[src/design/acf_pkg.sv]
`timescale 1ns / 1ps
// Shared types, constants and the arctangent table for the attitude filter.
// Used by acf_ctrl, acf_datapath and the top level; depends on nothing.
package acf_pkg;

    localparam int IN_SCALE_BITS = 14;
    localparam int Z_FRAC_BITS   = 16;
    localparam int CW            = 36;
    localparam int ZW            = 26;
    localparam int SQ_STEPS      = 30;
    localparam int ROOT_W        = 30;
    localparam int REM_W         = 34;
    localparam int RAD_W         = 60;
    localparam int ACC_W         = 62;
    localparam int CNT_W         = 5;
    localparam int CFG_IDX_W     = 2;
    localparam logic [16:0] ALPHA_ONE = 17'h10000;

    localparam logic [CFG_IDX_W-1:0] CFG_BLEND_WEIGHT = 2'd0;
    localparam logic [CFG_IDX_W-1:0] CFG_YAW_DEADBAND = 2'd1;

    typedef enum logic [4:0] {
        OP_NONE,
        OP_LOAD,
        OP_SQ_Y,
        OP_SQ_Z,
        OP_SQRT_INIT,
        OP_SQRT_STEP,
        OP_CORDIC_INIT,
        OP_CORDIC_STEP,
        OP_CORDIC_SAVE,
        OP_FIRST,
        OP_PROD,
        OP_MAC_OLD,
        OP_MAC_PLO,
        OP_MAC_PHI,
        OP_MAC_ACC,
        OP_COMMIT,
        OP_YAW,
        OP_OUT
    } op_t;

    typedef enum logic [1:0] {
        AX_ROLL,
        AX_PITCH,
        AX_YAW
    } axis_t;

    typedef struct packed {
        op_t              op;
        axis_t            axis;
        logic [CNT_W-1:0] idx;
    } cmd_t;

    typedef struct packed {
        logic first;
        logic out_busy;
    } sts_t;

    // round(atan(2^-i) * 180/pi * 65536)
    function automatic logic [21:0] atan_entry(input logic [CNT_W-1:0] i);
        logic [21:0] v;
        begin
            case (i)
                5'd0:    v = 22'd2949120;
                5'd1:    v = 22'd1740967;
                5'd2:    v = 22'd919879;
                5'd3:    v = 22'd466945;
                5'd4:    v = 22'd234379;
                5'd5:    v = 22'd117305;
                5'd6:    v = 22'd58666;
                5'd7:    v = 22'd29335;
                5'd8:    v = 22'd14668;
                5'd9:    v = 22'd7334;
                5'd10:   v = 22'd3667;
                5'd11:   v = 22'd1833;
                5'd12:   v = 22'd917;
                5'd13:   v = 22'd458;
                5'd14:   v = 22'd229;
                5'd15:   v = 22'd115;
                5'd16:   v = 22'd57;
                5'd17:   v = 22'd29;
                5'd18:   v = 22'd14;
                5'd19:   v = 22'd7;
                5'd20:   v = 22'd4;
                5'd21:   v = 22'd2;
                5'd22:   v = 22'd1;
                default: v = 22'd0;
            endcase
            return v;
        end
    endfunction

    function automatic logic signed [23:0] sat24(input logic signed [29:0] v);
        logic signed [23:0] r;
        begin
            if (v > 30'sd8388607)
                r = 24'sh7FFFFF;
            else if (v < -30'sd8388608)
                r = 24'sh800000;
            else
                r = v[23:0];
            return r;
        end
    endfunction

    function automatic logic signed [31:0] sat32(input logic signed [32:0] v);
        logic signed [31:0] r;
        begin
            if (v[32] != v[31])
                r = v[32] ? 32'sh80000000 : 32'sh7FFFFFFF;
            else
                r = v[31:0];
            return r;
        end
    endfunction

endpackage

[src/design/imu_complementary_attitude_filter.sv]
`timescale 1ns / 1ps
// Top level of the IMU complementary attitude filter (roll, pitch, yaw).
// Joins acf_ctrl and acf_datapath; depends on acf_pkg.
//
//  channel | handshake             | payload
//  --------+-----------------------+-----------------------------------------------
//  input   | in_valid / in_ready   | accel_x/y/z, rate_x/y/z, time_step
//  output  | out_valid / out_ready | roll_angle, pitch_angle, yaw_angle
//  config  | cfg_valid / cfg_ready | cfg_index, cfg_data
//
// A request runs the 30-step bit-serial square root and the two CORDIC passes on one
// shared unit, and the input is not ready again until the sequencer has finished it;
// the first request after reset loads the tilt angles and skips the blend steps.
// A new request is taken while the previous result waits in the output register;
// a stalled output holds the sequencer only at its final step.
// Reset clears the angles and arms the first-sample load; config is always ready.
module imu_complementary_attitude_filter #(
    parameter int CORDIC_STEPS    = 16,
    parameter int ANGLE_FRAC_BITS = 8
) (
    input  logic                 clk,
    input  logic                 rst_n,
    input  logic                 in_valid,
    output logic                 in_ready,
    input  logic signed [15:0]   accel_x,
    input  logic signed [15:0]   accel_y,
    input  logic signed [15:0]   accel_z,
    input  logic signed [19:0]   rate_x,
    input  logic signed [19:0]   rate_y,
    input  logic signed [19:0]   rate_z,
    input  logic [15:0]          time_step,
    output logic                 out_valid,
    input  logic                 out_ready,
    output logic signed [23:0]   roll_angle,
    output logic signed [23:0]   pitch_angle,
    output logic signed [31:0]   yaw_angle,
    input  logic                 cfg_valid,
    output logic                 cfg_ready,
    input  logic [acf_pkg::CFG_IDX_W-1:0] cfg_index,
    input  logic [16:0]          cfg_data
);

    acf_pkg::cmd_t cmd;
    acf_pkg::sts_t sts;

    assign cfg_ready = 1'b1;

    acf_ctrl #(
        .CORDIC_STEPS(CORDIC_STEPS)
    ) u_ctrl (
        .clk      (clk),
        .rst_n    (rst_n),
        .in_valid (in_valid),
        .in_ready (in_ready),
        .sts      (sts),
        .cmd      (cmd)
    );

    acf_datapath #(
        .ANGLE_FRAC_BITS(ANGLE_FRAC_BITS)
    ) u_datapath (
        .clk         (clk),
        .rst_n       (rst_n),
        .cmd         (cmd),
        .sts         (sts),
        .accel_x     (accel_x),
        .accel_y     (accel_y),
        .accel_z     (accel_z),
        .rate_x      (rate_x),
        .rate_y      (rate_y),
        .rate_z      (rate_z),
        .time_step   (time_step),
        .cfg_valid   (cfg_valid),
        .cfg_index   (cfg_index),
        .cfg_data    (cfg_data),
        .out_valid   (out_valid),
        .out_ready   (out_ready),
        .roll_angle  (roll_angle),
        .pitch_angle (pitch_angle),
        .yaw_angle   (yaw_angle)
    );

endmodule

[src/design/acf_ctrl.sv]
`timescale 1ns / 1ps
// Sequencer for the attitude filter: walks each request through square root,
// two CORDIC passes and the blend steps, or the first-sample load. Depends on acf_pkg.
module acf_ctrl #(
    parameter int CORDIC_STEPS = 16
) (
    input  logic            clk,
    input  logic            rst_n,
    input  logic            in_valid,
    output logic            in_ready,
    input  acf_pkg::sts_t   sts,
    output acf_pkg::cmd_t   cmd
);

    typedef enum logic [7:0] {
        S_IDLE   = 8'b00000001,
        S_PREP   = 8'b00000010,
        S_SQRT   = 8'b00000100,
        S_CINIT  = 8'b00001000,
        S_CSTEP  = 8'b00010000,
        S_CSAVE  = 8'b00100000,
        S_MAC    = 8'b01000000,
        S_FINISH = 8'b10000000
    } state_t;

    localparam logic [acf_pkg::CNT_W-1:0] CNT_CORDIC_LAST = acf_pkg::CNT_W'(CORDIC_STEPS - 1);
    localparam logic [acf_pkg::CNT_W-1:0] CNT_SQRT_LAST   = acf_pkg::CNT_W'(acf_pkg::SQ_STEPS - 1);

    state_t                      state_reg, state_next;
    logic [acf_pkg::CNT_W-1:0]   cnt_reg, cnt_next;
    acf_pkg::axis_t              axis_reg, axis_next;
    logic [acf_pkg::CNT_W-1:0]   sub;

    assign in_ready = (state_reg == S_IDLE);

    always_comb
    begin
        state_next = state_reg;
        cnt_next   = cnt_reg;
        axis_next  = axis_reg;
        cmd.op     = acf_pkg::OP_NONE;
        cmd.axis   = axis_reg;
        cmd.idx    = cnt_reg;
        sub        = (cnt_reg < 5'd6) ? cnt_reg : cnt_reg - 5'd6;
        case (state_reg)
            S_IDLE:
            begin
                if (in_valid)
                begin
                    cmd.op     = acf_pkg::OP_LOAD;
                    cnt_next   = '0;
                    state_next = S_PREP;
                end
            end
            S_PREP:
            begin
                cnt_next = cnt_reg + 5'd1;
                case (cnt_reg)
                    5'd0:    cmd.op = acf_pkg::OP_SQ_Y;
                    5'd1:    cmd.op = acf_pkg::OP_SQ_Z;
                    default:
                    begin
                        cmd.op     = acf_pkg::OP_SQRT_INIT;
                        cnt_next   = '0;
                        state_next = S_SQRT;
                    end
                endcase
            end
            S_SQRT:
            begin
                cmd.op   = acf_pkg::OP_SQRT_STEP;
                cnt_next = cnt_reg + 5'd1;
                if (cnt_reg == CNT_SQRT_LAST)
                begin
                    axis_next  = acf_pkg::AX_ROLL;
                    state_next = S_CINIT;
                end
            end
            S_CINIT:
            begin
                cmd.op     = acf_pkg::OP_CORDIC_INIT;
                cnt_next   = '0;
                state_next = S_CSTEP;
            end
            S_CSTEP:
            begin
                cmd.op   = acf_pkg::OP_CORDIC_STEP;
                cnt_next = cnt_reg + 5'd1;
                if (cnt_reg == CNT_CORDIC_LAST)
                    state_next = S_CSAVE;
            end
            S_CSAVE:
            begin
                cmd.op = acf_pkg::OP_CORDIC_SAVE;
                cnt_next = '0;
                if (axis_reg == acf_pkg::AX_ROLL)
                begin
                    axis_next  = acf_pkg::AX_PITCH;
                    state_next = S_CINIT;
                end
                else
                    state_next = S_MAC;
            end
            S_MAC:
            begin
                cnt_next = cnt_reg + 5'd1;
                if (sts.first)
                begin
                    cmd.op     = acf_pkg::OP_FIRST;
                    state_next = S_FINISH;
                end
                else if (cnt_reg < 5'd12)
                begin
                    cmd.axis = (cnt_reg < 5'd6) ? acf_pkg::AX_ROLL : acf_pkg::AX_PITCH;
                    case (sub)
                        5'd0:    cmd.op = acf_pkg::OP_PROD;
                        5'd1:    cmd.op = acf_pkg::OP_MAC_OLD;
                        5'd2:    cmd.op = acf_pkg::OP_MAC_PLO;
                        5'd3:    cmd.op = acf_pkg::OP_MAC_PHI;
                        5'd4:    cmd.op = acf_pkg::OP_MAC_ACC;
                        default: cmd.op = acf_pkg::OP_COMMIT;
                    endcase
                end
                else if (cnt_reg == 5'd12)
                begin
                    cmd.axis = acf_pkg::AX_YAW;
                    cmd.op   = acf_pkg::OP_PROD;
                end
                else
                begin
                    cmd.axis   = acf_pkg::AX_YAW;
                    cmd.op     = acf_pkg::OP_YAW;
                    state_next = S_FINISH;
                end
            end
            S_FINISH:
            begin
                if (!sts.out_busy)
                begin
                    cmd.op     = acf_pkg::OP_OUT;
                    state_next = S_IDLE;
                end
            end
            default:
            begin
                state_next = S_IDLE;
            end
        endcase
    end

    always_ff @(posedge clk or negedge rst_n)
    begin
        if (!rst_n)
        begin
            state_reg <= S_IDLE;
            cnt_reg   <= '0;
            axis_reg  <= acf_pkg::AX_ROLL;
        end
        else
        begin
            state_reg <= state_next;
            cnt_reg   <= cnt_next;
            axis_reg  <= axis_next;
        end
    end

    a_accept_starts: assert property (@(posedge clk) disable iff (!rst_n)
        in_valid && in_ready |=> state_reg == S_PREP)
        else $error("accepted request did not start the sequence");

    a_out_free: assert property (@(posedge clk) disable iff (!rst_n)
        cmd.op == acf_pkg::OP_OUT |-> !sts.out_busy)
        else $error("result loaded over an untaken result");

    a_no_accept_busy: assert property (@(posedge clk) disable iff (!rst_n)
        state_reg != S_IDLE |-> !in_ready)
        else $error("input ready while a request is in work");

endmodule

[src/design/acf_datapath.sv]
`timescale 1ns / 1ps
// Datapath of the attitude filter: input capture, bit-serial square root,
// shared CORDIC, one shared multiplier-accumulator, angle state and result register.
// Depends on acf_pkg.
module acf_datapath #(
    parameter int ANGLE_FRAC_BITS = 8
) (
    input  logic                 clk,
    input  logic                 rst_n,
    input  acf_pkg::cmd_t        cmd,
    output acf_pkg::sts_t        sts,
    input  logic signed [15:0]   accel_x,
    input  logic signed [15:0]   accel_y,
    input  logic signed [15:0]   accel_z,
    input  logic signed [19:0]   rate_x,
    input  logic signed [19:0]   rate_y,
    input  logic signed [19:0]   rate_z,
    input  logic [15:0]          time_step,
    input  logic                 cfg_valid,
    input  logic [acf_pkg::CFG_IDX_W-1:0] cfg_index,
    input  logic [16:0]          cfg_data,
    output logic                 out_valid,
    input  logic                 out_ready,
    output logic signed [23:0]   roll_angle,
    output logic signed [23:0]   pitch_angle,
    output logic signed [31:0]   yaw_angle
);

    localparam int CW = acf_pkg::CW;
    localparam int ZW = acf_pkg::ZW;
    localparam int SH = acf_pkg::Z_FRAC_BITS - ANGLE_FRAC_BITS;
    localparam logic signed [ZW-1:0] Z_HALF = ZW'(1) <<< (SH - 1);
    localparam logic signed [ZW-1:0] Z_90   = ZW'(90) <<< acf_pkg::Z_FRAC_BITS;

    logic signed [15:0] ax_reg, ay_reg, az_reg;
    logic signed [19:0] gx_reg, gy_reg, gz_reg;
    logic [15:0]        dt_reg;

    logic [16:0] blend_reg;
    logic [15:0] deadband_reg;
    logic [16:0] alpha;
    logic [16:0] alpha_inv;

    logic [31:0]                      sumsq_reg;
    logic [acf_pkg::RAD_W-1:0]        rad_reg;
    logic [acf_pkg::REM_W-1:0]        rem_reg;
    logic [acf_pkg::ROOT_W-1:0]       root_reg;
    logic [acf_pkg::REM_W-1:0]        rem_sh, trial;

    logic signed [CW-1:0] x_reg, y_reg, x0, y0, xs, ys;
    logic signed [ZW-1:0] z_reg, z_rnd, atan_v;
    logic                 zero_reg;

    logic signed [23:0] accr_reg, accp_reg;
    logic signed [23:0] roll_reg, pitch_reg;
    logic signed [31:0] yaw_reg;
    logic               first_reg;

    logic signed [36:0]                p_reg;
    logic signed [acf_pkg::ACC_W-1:0]  acc_reg;
    logic signed [17:0]                ma;
    logic signed [24:0]                mb;
    logic signed [42:0]                prod;
    logic signed [acf_pkg::ACC_W-1:0]  prod_x;
    logic signed [29:0]                blend_rnd;
    logic signed [20:0]                yaw_inc;
    logic [19:0]                       gz_mag;

    logic signed [23:0] old_sel, accang_sel;
    logic signed [19:0] rate_sel;

    assign alpha     = (blend_reg > acf_pkg::ALPHA_ONE) ? acf_pkg::ALPHA_ONE : blend_reg;
    assign alpha_inv = acf_pkg::ALPHA_ONE - alpha;
    assign gz_mag    = gz_reg[19] ? 20'(-gz_reg) : 20'(gz_reg);

    assign old_sel    = (cmd.axis == acf_pkg::AX_ROLL) ? roll_reg : pitch_reg;
    assign accang_sel = (cmd.axis == acf_pkg::AX_ROLL) ? accr_reg : accp_reg;
    always_comb
    begin
        case (cmd.axis)
            acf_pkg::AX_ROLL:  rate_sel = gx_reg;
            acf_pkg::AX_PITCH: rate_sel = gy_reg;
            default:           rate_sel = gz_reg;
        endcase
    end

    // shared multiplier operand select
    always_comb
    begin
        ma = 18'sd0;
        mb = 25'sd0;
        case (cmd.op)
            acf_pkg::OP_SQ_Y:
            begin
                ma = 18'(ay_reg);
                mb = 25'(ay_reg);
            end
            acf_pkg::OP_SQ_Z:
            begin
                ma = 18'(az_reg);
                mb = 25'(az_reg);
            end
            acf_pkg::OP_PROD:
            begin
                ma = $signed({2'b00, dt_reg});
                mb = 25'(rate_sel);
            end
            acf_pkg::OP_MAC_OLD:
            begin
                ma = $signed({1'b0, alpha});
                mb = 25'(old_sel);
            end
            acf_pkg::OP_MAC_PLO:
            begin
                ma = $signed({1'b0, alpha});
                mb = $signed({7'b0, p_reg[17:0]});
            end
            acf_pkg::OP_MAC_PHI:
            begin
                ma = $signed({1'b0, alpha});
                mb = 25'($signed(p_reg[36:18]));
            end
            acf_pkg::OP_MAC_ACC:
            begin
                ma = $signed({1'b0, alpha_inv});
                mb = 25'(accang_sel);
            end
            default:
            begin
                ma = 18'sd0;
                mb = 25'sd0;
            end
        endcase
    end

    assign prod      = ma * mb;
    assign prod_x    = acf_pkg::ACC_W'(prod);
    assign blend_rnd = 30'((acc_reg + (acf_pkg::ACC_W'(1) <<< 31)) >>> 32);
    assign yaw_inc   = 21'((p_reg + 37'sd32768) >>> 16);

    // square root step
    assign rem_sh = {rem_reg[acf_pkg::REM_W-3:0], rad_reg[acf_pkg::RAD_W-1 -: 2]};
    assign trial  = {2'b00, root_reg, 2'b01};

    // CORDIC start vector and pre-rotation inputs
    always_comb
    begin
        if (cmd.axis == acf_pkg::AX_ROLL)
        begin
            x0 = CW'(az_reg) <<< acf_pkg::IN_SCALE_BITS;
            y0 = CW'(ay_reg) <<< acf_pkg::IN_SCALE_BITS;
        end
        else
        begin
            x0 = $signed({{(CW - acf_pkg::ROOT_W){1'b0}}, root_reg});
            y0 = (-CW'(ax_reg)) <<< acf_pkg::IN_SCALE_BITS;
        end
    end

    assign xs     = x_reg >>> cmd.idx;
    assign ys     = y_reg >>> cmd.idx;
    assign atan_v = $signed({{(ZW - 22){1'b0}}, acf_pkg::atan_entry(cmd.idx)});
    assign z_rnd  = (z_reg + Z_HALF) >>> SH;

    always_ff @(posedge clk)
    begin
        case (cmd.op)
            acf_pkg::OP_LOAD:
            begin
                ax_reg <= accel_x;
                ay_reg <= accel_y;
                az_reg <= accel_z;
                gx_reg <= rate_x;
                gy_reg <= rate_y;
                gz_reg <= rate_z;
                dt_reg <= time_step;
            end
            acf_pkg::OP_SQ_Y:
                sumsq_reg <= prod[31:0];
            acf_pkg::OP_SQ_Z:
                sumsq_reg <= sumsq_reg + prod[31:0];
            acf_pkg::OP_SQRT_INIT:
            begin
                rad_reg  <= {sumsq_reg, {(acf_pkg::RAD_W - 32){1'b0}}};
                rem_reg  <= '0;
                root_reg <= '0;
            end
            acf_pkg::OP_SQRT_STEP:
            begin
                rad_reg <= rad_reg << 2;
                if (rem_sh >= trial)
                begin
                    rem_reg  <= rem_sh - trial;
                    root_reg <= {root_reg[acf_pkg::ROOT_W-2:0], 1'b1};
                end
                else
                begin
                    rem_reg  <= rem_sh;
                    root_reg <= {root_reg[acf_pkg::ROOT_W-2:0], 1'b0};
                end
            end
            acf_pkg::OP_CORDIC_INIT:
            begin
                zero_reg <= (x0 == '0) && (y0 == '0);
                if (x0 < 0)
                begin
                    if (y0 >= 0)
                    begin
                        x_reg <= y0;
                        y_reg <= -x0;
                        z_reg <= Z_90;
                    end
                    else
                    begin
                        x_reg <= -y0;
                        y_reg <= x0;
                        z_reg <= -Z_90;
                    end
                end
                else
                begin
                    x_reg <= x0;
                    y_reg <= y0;
                    z_reg <= '0;
                end
            end
            acf_pkg::OP_CORDIC_STEP:
            begin
                if (y_reg >= 0)
                begin
                    x_reg <= x_reg + ys;
                    y_reg <= y_reg - xs;
                    z_reg <= z_reg + atan_v;
                end
                else
                begin
                    x_reg <= x_reg - ys;
                    y_reg <= y_reg + xs;
                    z_reg <= z_reg - atan_v;
                end
            end
            acf_pkg::OP_CORDIC_SAVE:
            begin
                if (cmd.axis == acf_pkg::AX_ROLL)
                    accr_reg <= zero_reg ? 24'sd0 : 24'(z_rnd);
                else
                    accp_reg <= zero_reg ? 24'sd0 : 24'(z_rnd);
            end
            acf_pkg::OP_PROD:
                p_reg <= prod[36:0];
            acf_pkg::OP_MAC_OLD:
                acc_reg <= prod_x <<< 16;
            acf_pkg::OP_MAC_PLO:
                acc_reg <= acc_reg + prod_x;
            acf_pkg::OP_MAC_PHI:
                acc_reg <= acc_reg + (prod_x <<< 18);
            acf_pkg::OP_MAC_ACC:
                acc_reg <= acc_reg + (prod_x <<< 16);
            default:
            begin
            end
        endcase
    end

    // angle state, configuration and result register
    always_ff @(posedge clk or negedge rst_n)
    begin
        if (!rst_n)
        begin
            roll_reg     <= '0;
            pitch_reg    <= '0;
            yaw_reg      <= '0;
            first_reg    <= 1'b1;
            out_valid    <= 1'b0;
            blend_reg    <= 17'd64225;
            deadband_reg <= 16'd38;
        end
        else
        begin
            if (cfg_valid)
            begin
                if (cfg_index == acf_pkg::CFG_BLEND_WEIGHT)
                    blend_reg <= cfg_data;
                else if (cfg_index == acf_pkg::CFG_YAW_DEADBAND)
                    deadband_reg <= cfg_data[15:0];
            end
            if (out_valid && out_ready)
                out_valid <= 1'b0;
            case (cmd.op)
                acf_pkg::OP_FIRST:
                begin
                    roll_reg  <= accr_reg;
                    pitch_reg <= accp_reg;
                    yaw_reg   <= '0;
                    first_reg <= 1'b0;
                end
                acf_pkg::OP_COMMIT:
                begin
                    if (cmd.axis == acf_pkg::AX_ROLL)
                        roll_reg <= acf_pkg::sat24(blend_rnd);
                    else
                        pitch_reg <= acf_pkg::sat24(blend_rnd);
                end
                acf_pkg::OP_YAW:
                begin
                    if (gz_mag >= {4'b0, deadband_reg})
                        yaw_reg <= acf_pkg::sat32(33'(yaw_reg) + 33'(yaw_inc));
                end
                acf_pkg::OP_OUT:
                    out_valid <= 1'b1;
                default:
                begin
                end
            endcase
        end
    end

    always_ff @(posedge clk)
    begin
        if (cmd.op == acf_pkg::OP_OUT)
        begin
            roll_angle  <= roll_reg;
            pitch_angle <= pitch_reg;
            yaw_angle   <= yaw_reg;
        end
    end

    assign sts.first    = first_reg;
    assign sts.out_busy = out_valid && !out_ready;

    a_first_once: assert property (@(posedge clk) disable iff (!rst_n)
        cmd.op == acf_pkg::OP_FIRST |-> first_reg)
        else $error("first-sample load without pending first sample");

    a_deadband_hold: assert property (@(posedge clk) disable iff (!rst_n)
        cmd.op == acf_pkg::OP_YAW && gz_mag < {4'b0, deadband_reg} |=> $stable(yaw_reg))
        else $error("yaw moved inside deadband");

    a_first_clears: assert property (@(posedge clk) disable iff (!rst_n)
        cmd.op == acf_pkg::OP_FIRST |=> !first_reg && yaw_reg == '0)
        else $error("first-sample load did not clear yaw and flag");

endmodule

[config.mk]
export PLATFORM = sky130hd
export DESIGN_NAME = imu_complementary_attitude_filter
export DESIGN_NICKNAME = d
export VERILOG_FILES = /design/src/design/acf_pkg.sv /design/src/design/imu_complementary_attitude_filter.sv /design/src/design/acf_ctrl.sv /design/src/design/acf_datapath.sv
export SDC_FILE = /design/constraint.sdc
export NUM_CORES = 2
export LEC_CHECK = 0
export BUFFER_PORTS_ARGS = -buffer_cell sky130_fd_sc_hd__buf_4
export CAP_MARGIN = 10
export CORE_AREA = 3 3 362 400
export DETAILED_ROUTE_END_ITERATION = 8
export DIE_AREA = 0 0 365 403
export GPL_TIMING_DRIVEN = 1
export PLACE_DENSITY = 0.73
export SKIP_LAST_GASP = 1
export SLEW_MARGIN = 0
export SYNTH_ARGS = -nofsm -noshare
export SYNTH_HDL_FRONTEND = slang
export SYNTH_SLANG_ARGS = --single-unit
[constraint.sdc]
create_clock -name clk -period 26.7 [get_ports clk]
set_input_delay 5.34 -clock clk [delete_from_list [all_inputs] [get_ports clk]]
set_output_delay 5.34 -clock clk [all_outputs]
set_load 0.01 [all_outputs]
* Yosys cells after proc, flatten, opt, wreduce, memory -nomap -nowiden
Memory sizes are Yosys's and may differ from the RTL's.
Cells that the tools add are included.
** Word-level totals
- Register bits :: 734
- Memory bits (read-only) :: 704
- Input bits :: 148
- Output and inout bits :: 83
- Word-level logic and storage cells :: 220
- Memories kept :: 1
** Cells by class
- Add/subtract/negate cells :: 22
- Multipliers :: 1
- Magnitude comparators :: 10
- Eq/ne operators :: 47
- Shifts and indexed selects :: 2
- Mux-type cells :: 69
- Bitwise gates (word level) :: 2
- Reduce and logical (&&, ||, !) cells :: 34
** Memory list
- (no name shown) :: depth 32, width 22, read ports 1, clocked after Yosys merged registers in 0, write ports 0, RTL line acf_pkg.sv:64 : case (i)
** Operator list (count)
- $mux 36 :: 8
- $pmux 62 s4 :: 1
- $pmux 32 s2 :: 3
- $pmux 25 s7 :: 1
- $mux 24 :: 7
- $pmux 36 s2 :: 2
- $mux 32 :: 4
- $pmux 60 s2 :: 1
- $pmux 24 s2 :: 2
- $pmux 18 s5 :: 1
- $mux 26 :: 3
- $add 36x36->36 :: 2
- $ge 36x1->1 const B :: 2
- $logic_not 36->1 :: 2
- $neg 36->36 :: 2
- $sshr 36x5->36 :: 2
- $sub 36x36->36 :: 2
- $mux 8 :: 8
- $pmux 8 s8 :: 1
- $add 62x33->62 const B :: 1
- $add 62x43->62 :: 1
- $add 62x59->62 :: 1
- $add 62x61->62 :: 1
- $pmux 30 s2 :: 1
- 64 further kinds :: 128

* Logic depth before layout (Yosys ltp)
- Depth after elaboration :: 13
- Gate-level depth with buffers :: 60
- Mapped depth without buffers :: 50

* Modules after synthesis
From an unflattened synthesis, not the netlist that was laid out.
** Unflattened totals
- Cells, all modules :: 7422
- Area, all modules :: 69553.0 um^2
** Modules (own cells, without submodules)
- acf_datapath :: instances 1, cells each 7289, area each 68405.6 um^2, sequential area each 19831.5 um^2
- acf_ctrl :: instances 1, cells each 131, area each 1136.1 um^2, sequential area each 351.6 um^2
- imu_complementary_attitude_filter :: instances 1, cells each 2, area each 11.3 um^2, sequential area each 0.0 um^2

* Worst setup path after synthesis
No wires, ideal clock.
- Path kind :: flip-flop to flip-flop
- Start point :: register u_ctrl.state_reg[0]
- End point :: register u_datapath.acc_reg[61] (netlist bit) (data pin)
- Arrival time :: 20151 ps
- Setup slack :: 6274 ps
- Cell stages (with the launch flop) :: 44
- Buffers on the path :: 1
- Period minus slack after synthesis :: 20426 ps
- Cell sequence :: dfstp_2 or3_1 or3_1 nor3_1 nor3_1 nor2_1 nand2b_1 clkinv_1 clkbuf_1 a22oi_1 nand3_1 and2_1 fa_1 fa_1 ha_1 inv_1 fa_1 inv_1 (+8 left out) a31o_2 o31ai_1 o21ai_0 a211oi_1 xnor2_1 ha_1 a21oi_1 nor2b_1 o21ai_0 nand2b_1 a21o_1 a21oi_1 nand3_1 o21a_1 a21o_1 a311oi_1 xor2_1 o221ai_1
** On the way
- Cells in the longest elaborated chain, start to end :: 8
** RTL lines
- from (decl) :: RTL line acf_ctrl.sv:29 : state_t state_reg, state_next;
- from (signal assigned) :: RTL line acf_ctrl.sv:161 : state_reg <= state_next;
- $eq 8x8->1, or another cell as far along :: RTL line acf_ctrl.sv:45 : case (state_reg)
- $pmux 5 s8 / $mux 2 (equally long branches) :: RTL line acf_ctrl.sv:45
- $eq 5x4->1, or another cell as far along :: RTL line acf_datapath.sv:92, acf_datapath.sv:167
- $reduce_or 3->1 (no source line), or another cell as far along
- $pmux 18 s5 / $pmux 25 s7 (equally long branches) :: RTL line acf_datapath.sv:92 : case (cmd.op)
- $mul 18x25->43 :: RTL line acf_datapath.sv:136 : assign prod = ma * mb;
- $add 62x59->62, or another cell as far along :: RTL line acf_datapath.sv:258 : acc_reg <= acc_reg + (prod_x <<< 16);
- $pmux 62 s4 * :: RTL line acf_datapath.sv:167 : case (cmd.op)
- to (signal assigned) :: RTL line acf_datapath.sv:254 : acc_reg <= acc_reg + prod_x;
- to (signal assigned) :: RTL line acf_datapath.sv:256 : acc_reg <= acc_reg + (prod_x <<< 18);
- to (signal assigned) :: RTL line acf_datapath.sv:258
- to (decl) :: RTL line acf_datapath.sv:60 : logic signed [acf_pkg::ACC_W-1:0] acc_reg;
Every way passes the cells marked *; elsewhere a longest branch is shown, timed or not.
A chain may end at the register's enable or synchronous reset.

* Worst setup path after layout
- Start point :: input out_ready
- End point :: register u_datapath.acc_reg[61] (netlist bit) (data pin)
** On the way
- Cells in the longest elaborated chain, start to end :: 10
** RTL lines
- from (decl) :: RTL line imu_complementary_attitude_filter.sv:33 : input logic out_ready,
- $logic_not 1->1 * :: RTL line acf_datapath.sv:329 : assign sts.out_busy = out_valid && !out_ready;
- $logic_and 1x1->1 * :: RTL line acf_datapath.sv:329
- $mux 5 * :: RTL line acf_ctrl.sv:138 : if (!sts.out_busy)
- $pmux 5 s8 * :: RTL line acf_ctrl.sv:45
- $eq 5x4->1 :: RTL line acf_datapath.sv:92
- $reduce_or 3->1 (no source line)
- $pmux 18 s5 :: RTL line acf_datapath.sv:92
- $mul 18x25->43 * :: RTL line acf_datapath.sv:136
- named net u_datapath.prod[24] :: RTL line acf_datapath.sv:63 : logic signed [42:0] prod;
- $add 62x59->62, or another cell as far along :: RTL line acf_datapath.sv:258
- $pmux 62 s4 * :: RTL line acf_datapath.sv:167
The timed path passes the listed nets; every way through them passes the cells marked *.

==> metrics.md <==
| Metric | Value |
|---|---|
| Post-route clock period utilization | around 71% |
| Crit path to | u_datapath.acc_reg[61]$_DFFE_PN_ |
| Worst Skew | around 0.049 ns |
| Hold Crit Class | flop to flop |
| Top cell type by total area after synthesis | edfxtp_1 |
| Number of buffers created by CTS | about 80 |
| Antenna violations before repair | 17 |
| Post-Syn Area | ~70,000 um^2 |
| Pwr dens | around 120 nW/um^2 |
| First-pass GRT wire length | 372,000 um |
| Fin. Hold Viols | 0 |
| Detail Placement HPWL | ~190,000 um |
| # setup viols final | 0 |
| R2R depth | 46 |
| Max-cap violations | 0 |
| Max-slew headroom | around 15% |
| Total gr overflow | 0 |
| Worst path max stage delay | 1.00 ns |
| Buf+Inv Stages, Crit Path | 10 |
| Reg2reg start | u_ctrl.cnt_reg[2]$_DFFE_PN0P_ |
| Post-cts resize count | 0 |
| Effective utilization at floorplan | about half |
| EDFF count, synth | between 500 and 600 |
| Yosys warning count | 0 |
| Setup CP Type | input pin to flop |
| CTS tree | done |
| Most used cell, CP | fa_1 |
| Die span in y | 403 um |
| Final ANT Viol Nets | 0 |
| Largest net degree at the start of global routing | between 80 and 90 |
| Top post-synthesis cells by area | edfxtp_1 24%, fa_1 12%, ha_1 8.6% |
| Slowest CP cell | a221o_1 |
| Clk_lat worst skew | about 0.74 ns |
| Die area | ~150,000 um^2 |
| Die X | about 370 um |
| Critical Path Stages | 48 |
| Achievable frequency | 53.0 MHz |
| Post-route cell area | 77,300 um^2 |
| H-tree depth | 3 |
| Setup crit end kind | flop |
| Most frequent cells in the layout | 921 x nand2_1, 711 x inv_1, 567 x nor2_1 |
| Critical path startpoint | out_ready |
| Largest register FFs | between 60 and 70 |
| Critical Path RT | ~27 ns |
| Worst reg2reg path endpoint | u_datapath.acc_reg[61]$_DFFE_PN_ |
| Reg2reg setup slack | between 9 and 10 ns |
| Number of DRC markers in iteration 0 | ~6,500 |
| Status | finished, final reports clean |
| Row Count | ~150 |
| VDD IR max | between 100 and 150 uV |
| Cts hold-fix bufs | 0 |
| CTS Buffer Depth | 3 |
| Routed vias/inst | around 6.3 |
| DR DRC count | 0 |
| Slew at the pin closest to its max-slew limit | between 1 and 1.5 ns |
| Initial DRT Pass Iterations | 9 |
| Unrepaired setup endpoints after global routing | false |
| Synth-to-layout area growth | 9.70% |
| WL per Instance | 25.7 um |
| GPL Wtd Cong | between 1 and 1.5 |
| Total core area | ~140,000 um^2 |
| Mean Syn Cell Area | between 9 and 10 um^2 |
| Post-synth top flop | edfxtp_1 |
| I/O pins | roughly 230 |
| Setup TNS | 0 ns |
| Post-synth ARST share | 18.6% |
| Seq cells post-synth | 693 |
| Total wire length | roughly 250,000 um |
| Yosys top cell area share | 24.0% |
| Layout cells sized above 1 | 9.43% |
| Critical path startpoint category | input pin |
| Max-slew violation count | 0 |
| Commonest non-fill, non-tap cell in the layout | nand2_1 |
| PortBufs | around 230 |
| All-Layer GR Usage | about a third |
| Clock transition at path regs | roughly 0.060 ns |
| Via count | about 62,000 |
| Yosys cell types | approximately 110 |
| Worst Path Arrival | between 15 and 20 ns |
| Critical-path maximum fanout | 34 |
| Vias in the first global route | ~60,000 |
| Pleak | around 33 nW |
| Clk sink count | 693 |
| Root Buffer | clkbuf_16 |
| Crit-path leading delay family | compound AO/OA/AOI/OAI gates |
| Final critical-path required period | roughly 19 ns |
| Mapped Cells | between 7,000 and 8,000 |
| Final net count | between 8,000 and 9,000 |
| Post-CTS Setup Bufs | 0 |
| Sequential area share after synthesis | 28.7% |
| Placed cell area | 74,400 um^2 |
## synth_stat cells (84+ instances only)
cell / number
a21o_1: 210
nand3_1: 131
nor2_1: 573
fa_1: 439
xor2_1: 221
mux2i_1: 127
o21a_1: 84
ha_1: 483
o21ai_0: 467
nor3_1: 91
clkbuf_1: 239
edfxtp_1: 564
nand2_1: 922
and2_1: 141
dfrtp_1: 114
inv_1: 713
a21oi_1: 513
nand2b_1: 85
xnor2_1: 318
## layout make-up
cell class / count / area, um^2
multi-input combinational: 5988 / 46600
tap: 1837 / 2300
clock buffer: 96 / 2200
inverter: 716 / 2700
clock inverter: 55 / 619
fill: 12565 / 64100
sequential: 693 / 20200
timing repair buffer: 354 / 2660
antenna: 8 / 20.0
## kinds of logic (layout without fill, tap and decap cells)
kind of cell,Yosys count,after routing,synth area share [%]
AO/OA/AOI/OAI,1956,1956,17.9
XOR/XNOR,539,539,6.70
adder cells (fa/ha/maj),922,922,21.1
buffers and inverters,1035,1221,5.67
flip-flops,693,693,28.7
multiplexers,250,250,4.88
other,2,18,0.0107
AND/OR/NAND/NOR,2311,2311,15.2
## worst min-delay path by stage
| stage | startpoint | to | cells after the start |
|---|---|---|---|
| finish | u_datapath.yaw_reg[19]$_DFFE_PN0P_ | u_datapath.yaw_angle[19]$_DFFE_PP_ | 0 |
| global route | u_datapath.pitch_reg[22]$_DFFE_PN0P_ | u_datapath.pitch_angle[22]$_DFFE_PP_ | 0 |
| CTS | u_datapath.yaw_reg[19]$_DFFE_PN0P_ | u_datapath.yaw_angle[19]$_DFFE_PP_ | 0 |
| detailed placement | u_datapath.yaw_reg[19]$_DFFE_PN0P_ | u_datapath.yaw_angle[19]$_DFFE_PP_ | 0 |
| global placement | u_datapath.yaw_reg[19]$_DFFE_PN0P_ | u_datapath.yaw_angle[19]$_DFFE_PP_ | 0 |
| floorplan | u_datapath.pitch_reg[0]$_DFFE_PN0P_ | u_datapath.pitch_angle[0]$_DFFE_PP_ | 0 |
## per-stage QoR
step / instances / power (mW) / worst slack [ns] / hold WS (ns) / util [%]
6_report: 9747 / 8.92 / 7.82 / 0.486 / 54.7
5_1_grt: 9740 / 9.46 / 7.25 / 0.497 / 54.7
4_1_cts: 9739 / 8.78 / 8.15 / 0.483 / 54.7
3_5_place_dp: 9588 / 7.54 / 7.50 / 0.470 / 52.7
3_3_place_gp: 9587 / 7.46 / 7.52 / 0.469 / 52.7
2_1_floorplan: 7716 / 5.77 / 6.27 / 0.446 / -
## power breakdown
part	internal, mW	total, mW	switching [mW]	leakage, nW
clock network	0.684	1.20	0.520	1.38
logic	2.28	6.13	3.85	24.8
registers	1.41	1.58	0.170	6.51
## metal layers
| metal | vias to the layer above | global-route usage, % | share of wire (%) |
|---|---|---|---|
| met1 | 30057 | 41.0 | 37 |
| met5 | - | 0.598 | 0.073 |
| met4 | 12 | 21.8 | 7.8 |
| li1 | 27457 | - | - |
| met2 | 3266 | 52.1 | 45 |
| met3 | 889 | 8.82 | 10 |
No activity file was read; power rests on OpenSTA's default activity.
